--- config.mk ---
export PLATFORM = sky130hd
export DESIGN_NAME = keypad_event_fifo_i2c_target
export DESIGN_NICKNAME = d
export VERILOG_FILES = /design/src/sv/kef_pkg.sv /design/src/sv/kef_ram.sv /design/src/sv/keypad_event_fifo_i2c_target.sv
export SDC_FILE = /design/constraint.sdc
export NUM_CORES = 1
export LEC_CHECK = 0
export ABC_CLOCK_PERIOD_IN_PS = 4600
export BUFFER_PORTS_ARGS = -buffer_cell sky130_fd_sc_hd__buf_4
export CAP_MARGIN = 20
export CORE_UTILIZATION = 41
export CTS_BUF_LIST = sky130_fd_sc_hd__clkbuf_4
export DETAILED_ROUTE_END_ITERATION = 10
export SETUP_SLACK_MARGIN = 0.2
export SLEW_MARGIN = 20
export SYNTH_ARGS = -nofsm -noshare
export SYNTH_HDL_FRONTEND = slang
export SYNTH_HIERARCHICAL = 1
export SYNTH_SLANG_ARGS = --single-unit
export TNS_END_PERCENT = 1
--- constraint.sdc ---
create_clock -name i_clk -period 4.6 [get_ports i_clk]
set_input_delay 0.23 -clock i_clk [delete_from_list [all_inputs] [get_ports i_clk]]
set_output_delay 0.23 -clock i_clk [all_outputs]
set_load 0.005 [all_outputs]
--- src/sv/kef_pkg.sv ---
// Shared types and constants of the keypad event queue controller.
package kef_pkg;

    // Queue and matrix geometry.
    localparam int FIFO_DEPTH  = 31;
    localparam int MATRIX_ROWS = 4;
    localparam int MATRIX_COLS = 9;
    localparam int KEY_TOTAL   = MATRIX_ROWS * MATRIX_COLS;

    localparam int QPTR_W  = (FIFO_DEPTH > 1) ? $clog2(FIFO_DEPTH) : 1;
    localparam int CNT_W   = $clog2(FIFO_DEPTH + 1);
    localparam int KADDR_W = (KEY_TOTAL > 1) ? $clog2(KEY_TOTAL) : 1;
    localparam int EVENT_W = 9;

    // Item operations.
    typedef enum logic [2:0] {
        OP_KEY  = 3'd0,
        OP_ADDR = 3'd1,
        OP_RX   = 3'd2,
        OP_TX   = 3'd3,
        OP_STOP = 3'd4
    } t_op;

    // Register pointer machine.
    typedef enum logic [2:0] {
        PH_IDLE      = 3'd0,
        PH_RX_REG    = 3'd1,
        PH_RX_DAT    = 3'd2,
        PH_TX_FIRST  = 3'd3,
        PH_TX_SECOND = 3'd4
    } t_bus_phase;

    // Bus register numbers.
    localparam logic [6:0] REG_VERSION   = 7'd1;
    localparam logic [6:0] REG_CONTROL   = 7'd2;
    localparam logic [6:0] REG_INT       = 7'd3;
    localparam logic [6:0] REG_COUNT     = 7'd4;
    localparam logic [6:0] REG_BACKLIGHT = 7'd5;
    localparam logic [6:0] REG_DEBOUNCE  = 7'd6;
    localparam logic [6:0] REG_RATE      = 7'd7;
    localparam logic [6:0] REG_RESET     = 7'd8;
    localparam logic [6:0] REG_EVENT     = 7'd9;

    localparam int WRITE_FLAG_BIT    = 7;
    localparam int CTL_OVERWRITE_BIT = 0;
    localparam int CTL_FLAG_OVF_BIT  = 1;
    localparam int IRQ_OVF_BIT       = 0;
    localparam int IRQ_KEY_BIT       = 1;

    localparam logic [7:0] VERSION_VALUE  = 8'h04;
    localparam logic [7:0] CTL_RESET      = 8'd2;
    localparam logic [7:0] DEBOUNCE_RESET = 8'd1;
    localparam logic [7:0] RATE_RESET     = 8'd5;

endpackage

--- src/sv/kef_ram.sv ---
// Generic single-write, single-read RAM with registered read data.
module kef_ram #(
    parameter int WIDTH  = 8,
    parameter int DEPTH  = 16,
    parameter int ADDR_W = (DEPTH > 1) ? $clog2(DEPTH) : 1
) (
    input  logic              i_clk,
    input  logic              i_we,
    input  logic [ADDR_W-1:0] i_waddr,
    input  logic [WIDTH-1:0]  i_wdata,
    input  logic [ADDR_W-1:0] i_raddr,
    output logic [WIDTH-1:0]  o_rdata
);

    logic [WIDTH-1:0] r_mem [DEPTH];
    logic [WIDTH-1:0] r_rdata;

    always_ff @(posedge i_clk) begin
        if (i_we) begin
            r_mem[i_waddr] <= i_wdata;
        end
        r_rdata <= r_mem[i_raddr];
    end

    assign o_rdata = r_rdata;

endmodule

--- src/sv/keypad_event_fifo_i2c_target.sv ---
// Top level of the keypad controller with its key event queue and bus register port.
//
// Usage:
//   One input channel (i_valid / o_stall) carries items: key samples, bus
//   address matches, received bytes, byte requests and stop/nack events.
//   One output channel (o_valid / i_stall) returns exactly one result item
//   per input item: the byte for the host, the interrupt request pulse,
//   the backlight duty and the reset request.
// Pipeline and throughput:
//   An item is accepted into a read stage, where the key level memory and
//   the event queue memory are read (synchronous read), then it executes
//   and lands in the output register. One item per cycle is sustained while
//   the output is not stalled; the read-modify-write of both memories is
//   closed by forwarding of the write made in the prior cycle.
// Reset:
//   Control registers return to their defaults, the queue is emptied and all
//   keys read as released through per-key valid bits; no clearing pass.
// Stall:
//   A stalled result holds in the output register while the read stage still
//   takes one more item; after that o_stall rises until the result is taken.
module keypad_event_fifo_i2c_target (
    input  logic       i_clk,
    input  logic       i_rst_n,
    input  logic       i_valid,
    output logic       o_stall,
    input  logic [2:0] i_op,
    input  logic [5:0] i_key_index,
    input  logic       i_pressed,
    input  logic [7:0] i_rx_byte,
    output logic       o_valid,
    input  logic       i_stall,
    output logic       o_tx_valid,
    output logic [7:0] o_tx_byte,
    output logic       o_int_request,
    output logic [7:0] o_backlight_duty,
    output logic       o_reset_request
);
    import kef_pkg::*;

    function automatic logic [QPTR_W-1:0] ptr_next(input logic [QPTR_W-1:0] p);
        logic [QPTR_W-1:0] last;
        last = QPTR_W'(FIFO_DEPTH - 1);
        return (p == last) ? '0 : p + 1'b1;
    endfunction

    // Handshake control.
    logic accept;
    logic exec;
    logic s1_load;

    // Read stage.
    logic               r_s1_v;
    t_op                r_s1_op;
    logic [5:0]         r_s1_key;
    logic [KADDR_W-1:0] r_s1_key_addr;
    logic               r_s1_key_ok;
    logic               r_s1_pressed;
    logic [7:0]         r_s1_rx;

    logic               key_ok_in;
    logic [KADDR_W-1:0] key_addr_in;

    // Control state.
    t_bus_phase         r_phase, n_phase;
    logic [6:0]         r_sel, n_sel;
    logic [EVENT_W-1:0] r_held, n_held;
    logic [7:0]         r_ctl, n_ctl;
    logic [7:0]         r_int, n_int;
    logic [7:0]         r_bl, n_bl;
    logic [7:0]         r_deb, n_deb;
    logic [7:0]         r_rate, n_rate;
    logic [QPTR_W-1:0]  r_rd_ptr, n_rd_ptr;
    logic [QPTR_W-1:0]  r_wr_ptr, n_wr_ptr;
    logic [CNT_W-1:0]   r_count, n_count;
    logic [KEY_TOTAL-1:0] r_key_valid, n_key_valid;

    // Memory ports and forwarding of the prior cycle's write.
    logic               k_we;
    logic [KADDR_W-1:0] k_raddr;
    logic               k_rdata;
    logic               r_kfwd_v;
    logic [KADDR_W-1:0] r_kfwd_addr;
    logic               r_kfwd_data;
    logic               key_level;

    logic               q_we;
    logic [EVENT_W-1:0] q_wdata;
    logic [EVENT_W-1:0] q_rdata;
    logic               r_qfwd_v;
    logic [QPTR_W-1:0]  r_qfwd_addr;
    logic [EVENT_W-1:0] r_qfwd_data;
    logic [EVENT_W-1:0] q_head;
    logic [7:0]         key_num;

    // Result of the executing item.
    logic       res_tx_valid;
    logic [7:0] res_tx_byte;
    logic       res_irq;
    logic       res_rst;

    // Output register.
    logic       r_ov;
    logic       r_o_tx_valid;
    logic [7:0] r_o_tx_byte;
    logic       r_o_irq;
    logic [7:0] r_o_bl;
    logic       r_o_rst;

    // Advance the read stage when the output register frees or is empty.
    assign exec    = r_s1_v && (!r_ov || !i_stall);
    assign s1_load = !r_s1_v || exec;
    assign o_stall = !s1_load;
    assign accept  = i_valid && s1_load;

    // Drop keys outside the matrix; park their memory address at zero.
    assign key_ok_in   = ({3'b000, i_key_index} < 9'(KEY_TOTAL));
    assign key_addr_in = key_ok_in ? KADDR_W'(i_key_index) : '0;
    assign k_raddr     = accept ? key_addr_in : r_s1_key_addr;

    assign key_level = r_key_valid[r_s1_key_addr] &
                       ((r_kfwd_v && (r_kfwd_addr == r_s1_key_addr)) ? r_kfwd_data : k_rdata);
    assign q_head    = (r_qfwd_v && (r_qfwd_addr == r_rd_ptr)) ? r_qfwd_data : q_rdata;
    assign key_num   = 8'(r_s1_key) + 8'd1;
    assign q_wdata   = {key_num, r_s1_pressed};

    kef_ram #(
        .WIDTH (1),
        .DEPTH (KEY_TOTAL)
    ) u_key_ram (
        .i_clk   (i_clk),
        .i_we    (k_we),
        .i_waddr (r_s1_key_addr),
        .i_wdata (r_s1_pressed),
        .i_raddr (k_raddr),
        .o_rdata (k_rdata)
    );

    // Read the head the next item will see.
    kef_ram #(
        .WIDTH (EVENT_W),
        .DEPTH (FIFO_DEPTH)
    ) u_event_ram (
        .i_clk   (i_clk),
        .i_we    (q_we),
        .i_waddr (r_wr_ptr),
        .i_wdata (q_wdata),
        .i_raddr (n_rd_ptr),
        .o_rdata (q_rdata)
    );

    // Register pointer machine: next phase.
    always_comb begin
        n_phase = r_phase;
        if (exec) begin
            case (r_s1_op)
                OP_ADDR: begin
                    if (r_phase == PH_IDLE) begin
                        n_phase = PH_RX_REG;
                    end
                end
                OP_RX: begin
                    case (r_phase)
                        PH_RX_REG: n_phase = r_s1_rx[WRITE_FLAG_BIT] ? PH_RX_DAT : PH_TX_FIRST;
                        PH_RX_DAT: n_phase = PH_IDLE;
                        default:   n_phase = r_phase;
                    endcase
                end
                OP_TX: begin
                    case (r_phase)
                        PH_TX_FIRST:  n_phase = PH_TX_SECOND;
                        PH_TX_SECOND: n_phase = PH_IDLE;
                        default:      n_phase = r_phase;
                    endcase
                end
                OP_STOP: n_phase = PH_IDLE;
                default: n_phase = r_phase;
            endcase
        end
    end

    // Execute: register updates, queue updates and the result item.
    always_comb begin
        n_sel        = r_sel;
        n_held       = r_held;
        n_ctl        = r_ctl;
        n_int        = r_int;
        n_bl         = r_bl;
        n_deb        = r_deb;
        n_rate       = r_rate;
        n_rd_ptr     = r_rd_ptr;
        n_wr_ptr     = r_wr_ptr;
        n_count      = r_count;
        n_key_valid  = r_key_valid;
        k_we         = 1'b0;
        q_we         = 1'b0;
        res_tx_valid = 1'b0;
        res_tx_byte  = 8'd0;
        res_irq      = 1'b0;
        res_rst      = 1'b0;
        if (exec) begin
            case (r_s1_op)
                OP_KEY: begin
                    if (r_s1_key_ok && (key_level != r_s1_pressed)) begin
                        k_we                       = 1'b1;
                        n_key_valid[r_s1_key_addr] = 1'b1;
                        n_int[IRQ_KEY_BIT]         = 1'b1;
                        res_irq                    = 1'b1;
                        if (r_count < CNT_W'(FIFO_DEPTH)) begin
                            q_we     = 1'b1;
                            n_wr_ptr = ptr_next(r_wr_ptr);
                            n_count  = r_count + 1'b1;
                        end else begin
                            if (r_ctl[CTL_FLAG_OVF_BIT]) begin
                                n_int[IRQ_OVF_BIT] = 1'b1;
                            end
                            // Overwrite the oldest event.
                            if (r_ctl[CTL_OVERWRITE_BIT]) begin
                                q_we     = 1'b1;
                                n_wr_ptr = ptr_next(r_wr_ptr);
                                n_rd_ptr = ptr_next(r_rd_ptr);
                            end
                        end
                    end
                end
                OP_ADDR: begin
                    if (r_phase == PH_IDLE) begin
                        n_sel = 7'd0;
                    end
                end
                OP_RX: begin
                    if (r_phase == PH_RX_REG) begin
                        n_sel = r_s1_rx[6:0];
                    end else if (r_phase == PH_RX_DAT) begin
                        case (r_sel)
                            REG_CONTROL:   n_ctl   = r_s1_rx;
                            REG_INT:       n_int   = r_s1_rx;
                            REG_BACKLIGHT: n_bl    = r_s1_rx;
                            REG_DEBOUNCE:  n_deb   = r_s1_rx;
                            REG_RATE:      n_rate  = r_s1_rx;
                            REG_RESET:     res_rst = 1'b1;
                            default:       n_sel   = r_sel;
                        endcase
                    end
                end
                OP_TX: begin
                    res_tx_valid = 1'b1;
                    if (r_phase == PH_TX_FIRST) begin
                        case (r_sel)
                            REG_VERSION:   res_tx_byte = VERSION_VALUE;
                            REG_CONTROL:   res_tx_byte = r_ctl;
                            REG_INT:       res_tx_byte = r_int;
                            REG_COUNT:     res_tx_byte = 8'(r_count);
                            REG_BACKLIGHT: res_tx_byte = r_bl;
                            REG_DEBOUNCE:  res_tx_byte = r_deb;
                            REG_RATE:      res_tx_byte = r_rate;
                            REG_EVENT: begin
                                // Dequeue; an empty queue reads as zeros.
                                if (r_count != '0) begin
                                    n_held      = q_head;
                                    n_rd_ptr    = ptr_next(r_rd_ptr);
                                    n_count     = r_count - 1'b1;
                                    res_tx_byte = {7'd0, q_head[0]};
                                end else begin
                                    n_held = '0;
                                end
                            end
                            default:       res_tx_byte = 8'd0;
                        endcase
                    end else if (r_phase == PH_TX_SECOND) begin
                        if (r_sel == REG_EVENT) begin
                            res_tx_byte = r_held[8:1];
                        end
                    end
                end
                default: res_tx_valid = 1'b0;
            endcase
        end
    end

    // Read stage registers.
    always_ff @(posedge i_clk) begin
        if (!i_rst_n) begin
            r_s1_v <= 1'b0;
        end else if (s1_load) begin
            r_s1_v <= accept;
        end
        if (accept) begin
            r_s1_op       <= t_op'(i_op);
            r_s1_key      <= i_key_index;
            r_s1_key_addr <= key_addr_in;
            r_s1_key_ok   <= key_ok_in;
            r_s1_pressed  <= i_pressed;
            r_s1_rx       <= i_rx_byte;
        end
    end

    // Control state and forwarding.
    always_ff @(posedge i_clk) begin
        if (!i_rst_n) begin
            r_phase     <= PH_IDLE;
            r_sel       <= 7'd0;
            r_held      <= '0;
            r_ctl       <= CTL_RESET;
            r_int       <= 8'd0;
            r_bl        <= 8'd0;
            r_deb       <= DEBOUNCE_RESET;
            r_rate      <= RATE_RESET;
            r_rd_ptr    <= '0;
            r_wr_ptr    <= '0;
            r_count     <= '0;
            r_key_valid <= '0;
            r_kfwd_v    <= 1'b0;
            r_qfwd_v    <= 1'b0;
        end else begin
            r_phase     <= n_phase;
            r_sel       <= n_sel;
            r_held      <= n_held;
            r_ctl       <= n_ctl;
            r_int       <= n_int;
            r_bl        <= n_bl;
            r_deb       <= n_deb;
            r_rate      <= n_rate;
            r_rd_ptr    <= n_rd_ptr;
            r_wr_ptr    <= n_wr_ptr;
            r_count     <= n_count;
            r_key_valid <= n_key_valid;
            r_kfwd_v    <= k_we;
            r_qfwd_v    <= q_we;
        end
        r_kfwd_addr <= r_s1_key_addr;
        r_kfwd_data <= r_s1_pressed;
        r_qfwd_addr <= r_wr_ptr;
        r_qfwd_data <= q_wdata;
    end

    // Output register: hold while stalled.
    always_ff @(posedge i_clk) begin
        if (!i_rst_n) begin
            r_ov <= 1'b0;
        end else if (!r_ov || !i_stall) begin
            r_ov <= exec;
        end
        if (exec) begin
            r_o_tx_valid <= res_tx_valid;
            r_o_tx_byte  <= res_tx_byte;
            r_o_irq      <= res_irq;
            r_o_bl       <= n_bl;
            r_o_rst      <= res_rst;
        end
    end

    assign o_valid          = r_ov;
    assign o_tx_valid       = r_o_tx_valid;
    assign o_tx_byte        = r_o_tx_byte;
    assign o_int_request    = r_o_irq;
    assign o_backlight_duty = r_o_bl;
    assign o_reset_request  = r_o_rst;

endmodule
==> impl_metrics.py <==
metrics = {
    "run_status": {
        "outcome": "complete, no violations",
    },
    "synth": {
        "ys.flop_type": "edfxtp_1",
        "synthTopCellsByArea": "edfxtp_1 (51%), dfxtp_1 (14%), mux4_2 (6.3%)",
        "synth_top_cell_by_area": "edfxtp_1",
        "synth-seq-area-share": 0.657,
        "syn_avg_cell_area_sq_um": 13.8,
        "synthCells": 1497,
        "async_flop_share": 0,
        "synth-edff-count": 353,
        "syn-cell-area_sq_um": 20600,
        "ys_ff_latch": 501,
        "ys_types": 82,
        "yosysTopAreaCellShare": 0.514,
        "ys_warn_count": 6,
    },
    "cts": {
        "root_buffer": "clkbuf_4",
        "cts_buffers": 135,
        "clock_latency_ps": 960,
        "clkTransAtPathRegs_ps": 70,
        "htree_levels": 4,
        "cts_tree": "done",
        "cts.sinks": 501,
        "clockBufferDepth": 3,
    },
    "grt": {
        "grt_usage": 0.201,
        "grt_pass1_wl_mm": 76.8,
        "antenna_found_initial": 2,
        "grt_pass1_vias": 13586,
        "grt.overflow.total": 0,
        "grt_start_max_net_pins": 61,
    },
    "sta": {
        "finalClockSkew_ps": 69.9,
        "fin_tns_setup_ps": 0,
        "fmax_mhz": 237,
        "maxSlewViolCount": 0,
        "whs_ps": 167,
        "setup_viol": 0,
        "rsz0062_at_grt": "true",
        "finalCritPeriodShare": 0.915,
        "layout_min_cycle_time_ps": 4210,
        "slew_headroom": 0.303,
        "finalHoldViolations": 0,
        "worst_slew_pin_slew_ps": 1040,
    },
    "place": {
        "port_buffers": 42,
        "place_congestion": 0.877,
        "hpwlAfterDp_mm": 31.8,
    },
    "worst_setup_path": {
        "setup.worst_path.end_class": "flip-flop",
        "worstPathArrival_ps": 5040,
        "r2r_end": "u_event_ram/o_rdata[2]",
        "critPathLaunch": "r_s1_key_addr[0]",
        "crit_chain": "buf_12 > mux2i_1 > mux4_2 > a211oi_4 > o221ai_4 > a211oi_4 > nor2_1 > inv_1 > a21oi_1 > o211ai_1 > buf_4 > clkbuf_16 > buf_12 > mux4_2 > a22o_1 > a221oi_1 > o211ai_1",
        "crit_slowest_cell": "mux4_2",
        "slowest_delay_ps": 530,
        "reg2reg_from": "r_s1_key_addr[0]",
        "crit_type": "reg2reg",
        "cp-endpoint": "u_event_ram/o_rdata[2]",
        "worstRegToRegCells": 17,
        "cp_max_fo": 30,
        "reg2reg_slack_ps": 390,
        "crit_required_ps": 5420,
        "critPathLaunchType": "flip-flop",
    },
    "power_and_ir_drop": {
        "p_comb_frac": 0.040,
        "leakagePower_uw": 0.00822,
        "internal_power_uw": 7150,
        "vdd.ir_drop.worst_uv": 197,
        "p_sw_uw": 2060,
        "p_clk_frac": 0.428,
        "p_seq_frac": 0.532,
        "switching_share": 0.224,
        "cellPowerDensity_nw_per_um2": 376,
    },
    "routing": {
        "wl_mm": 49.9,
        "drt_iter0_drc": 1077,
        "vias": 13491,
        "drt-wirelength-per-cell_microns": 19.8,
        "vias_per_cell": 5.36,
        "dr.pass1.iters": 6,
        "route.detailed.drc": 0,
        "drtAntennaViolNets": 0,
    },
    "floorplanning": {
        "start_util": 0.419,
        "die_y_microns": 226,
        "pin_count": 43,
        "rows": 81,
        "die_area_sq_um": 51200,
        "core_region_area_sq_um": 49300,
        "die_width_microns": 226,
    },
    "flow_run": {
        "drv_cap": 0,
    },
    "layout": {
        "layout_commonest_cell": "edfxtp_1",
        "final-seq-area_sq_um": 13600,
        "syn_to_final_growth_pct": 18.7,
        "multi_input_area_sq_um": 6840,
        "final_layout_size_suffix_gt1_frac": 0.244,
        "fin_nets": 1787,
        "final_cell_mix": "edfxtp_1 (353), clkbuf_4 (207), nor2_1 (163)",
        "fillCellCount": 4297,
    },
    "hold_path": {
        "holdCritPathClass": "in2reg",
        "hold-path-cell-count": 3,
    },
}
power groups by stage:
stage / sequential [uW] / clock (uW) / combinational (uW)
after CTS: 4900 / 4070 / 361
after global routing: 4910 / 4300 / 404
after global placement: 5000 / 0 / 326
after detailed placement: 5000 / 0 / 333
final: 4910 / 3940 / 369
after floorplan: 4990 / 0 / 200
synth_stat cells, drive strengths merged, types with 6 or more instances:
cell type	instances
a21oi	37
a221oi	14
a22o	6
a22oi	36
and2	13
and3	7
buf	32
clkbuf	42
dfxtp	148
edfxtp	353
ha	8
inv	28
mux2	9
mux2i	92
mux4	60
nand2	112
nand2b	11
nand3	44
nand3b	13
nand4	12
nor2	164
nor2b	15
nor3	25
nor3b	11
o211ai	7
o21ai	59
o221ai	9
or3	16
or3b	6
or4	8
xnor2	13
xor2	7
state kept, by name, summed over array words and instances (netlist names), 5 cells and up:
name / cells
u_event_ram/r_mem: 279
r_key_valid: 36
u_key_ram/r_mem: 36
u_event_ram/o_rdata: 9
o_backlight_duty: 8
o_tx_byte: 8
r_bl: 8
r_ctl: 8
r_deb: 8
r_held: 8
r_int: 8
r_qfwd_data: 8
r_rate: 8
r_s1_rx: 8
r_sel: 7
r_kfwd_addr: 6
r_s1_key: 6
r_s1_key_addr: 6
r_count: 5
r_qfwd_addr: 5
r_rd_ptr: 5
r_wr_ptr: 5
what timing repair did:
action,4_1_cts,5_1_grt
setup buffers,0,3
endpoints found under the setup margin,0,9
endpoints found under the hold margin,89,0
hold buffers,42,0
resized for setup,0,16
per-layer routing:
metal  up-vias  track usage  share of wire
li1       6289            -              -
met1      6659        0.254           0.43
met2       457        0.329           0.49
met3        84       0.0452          0.058
met4         2       0.0939          0.024
met5         -            0        0.00026
through the flow:
step / instance area [sq um] / instances / power [uW] / setup WS [ps] / utilization
final: 24500 / 2519 / 9220 / 389 / 0.497
after floorplan: 20700 / 1527 / 5190 / 495 / -
after detailed placement: 22200 / 2237 / 5330 / 219 / 0.451
after CTS: 24400 / 2514 / 9340 / 228 / 0.495
after global routing: 24500 / 2519 / 9610 / 130 / 0.497
after global placement: 22200 / 2237 / 5330 / 328 / 0.451
how the worst min path moves through the flow:
stage | to | from | slack (ps)
after floorplan | r_s1_key[0] | i_key_index[0] | 330
after global placement | r_s1_rx[0] | i_rx_byte[0] | 410
after detailed placement | r_s1_rx[7] | i_rx_byte[7] | 410
after CTS | r_s1_key_ok | i_key_index[5] | 50
after global routing | r_s1_key_ok | i_key_index[5] | 150
final | r_s1_key_ok | i_key_index[5] | 170
critical path: cells and delay by family, from the launching register on:
family          cells  cell delay, ps
mux                 3            1140
buf+inv             5             810
compound gates      8            1630
flops               1             370
simple gates        1             110
cells by family after synthesis:
kind of cell,count (synthesis),share of synthesized area
flip-flops,501,0.657
AND/OR/NAND/NOR,471,0.111
AO/OA/AOI/OAI,228,0.0782
multiplexers,161,0.115
buffers and inverters,106,0.0240
XOR/XNOR,20,0.00849
adder cells (fa/ha/maj),9,0.00582
other,1,0.000182
layout make-up:
type | instances | share of cell area
inverters | 32 | 0.00490
repair buffers | 166 | 0.0582
clock buffers | 207 | 0.0634
diodes | 1 | 0.000102
multi-input cells | 920 | 0.279
flip-flops and latches | 501 | 0.554
clock inverters | 28 | 0.00659
well taps | 664 | 0.0339
Note: power is estimated with default switching activity, not from simulation.
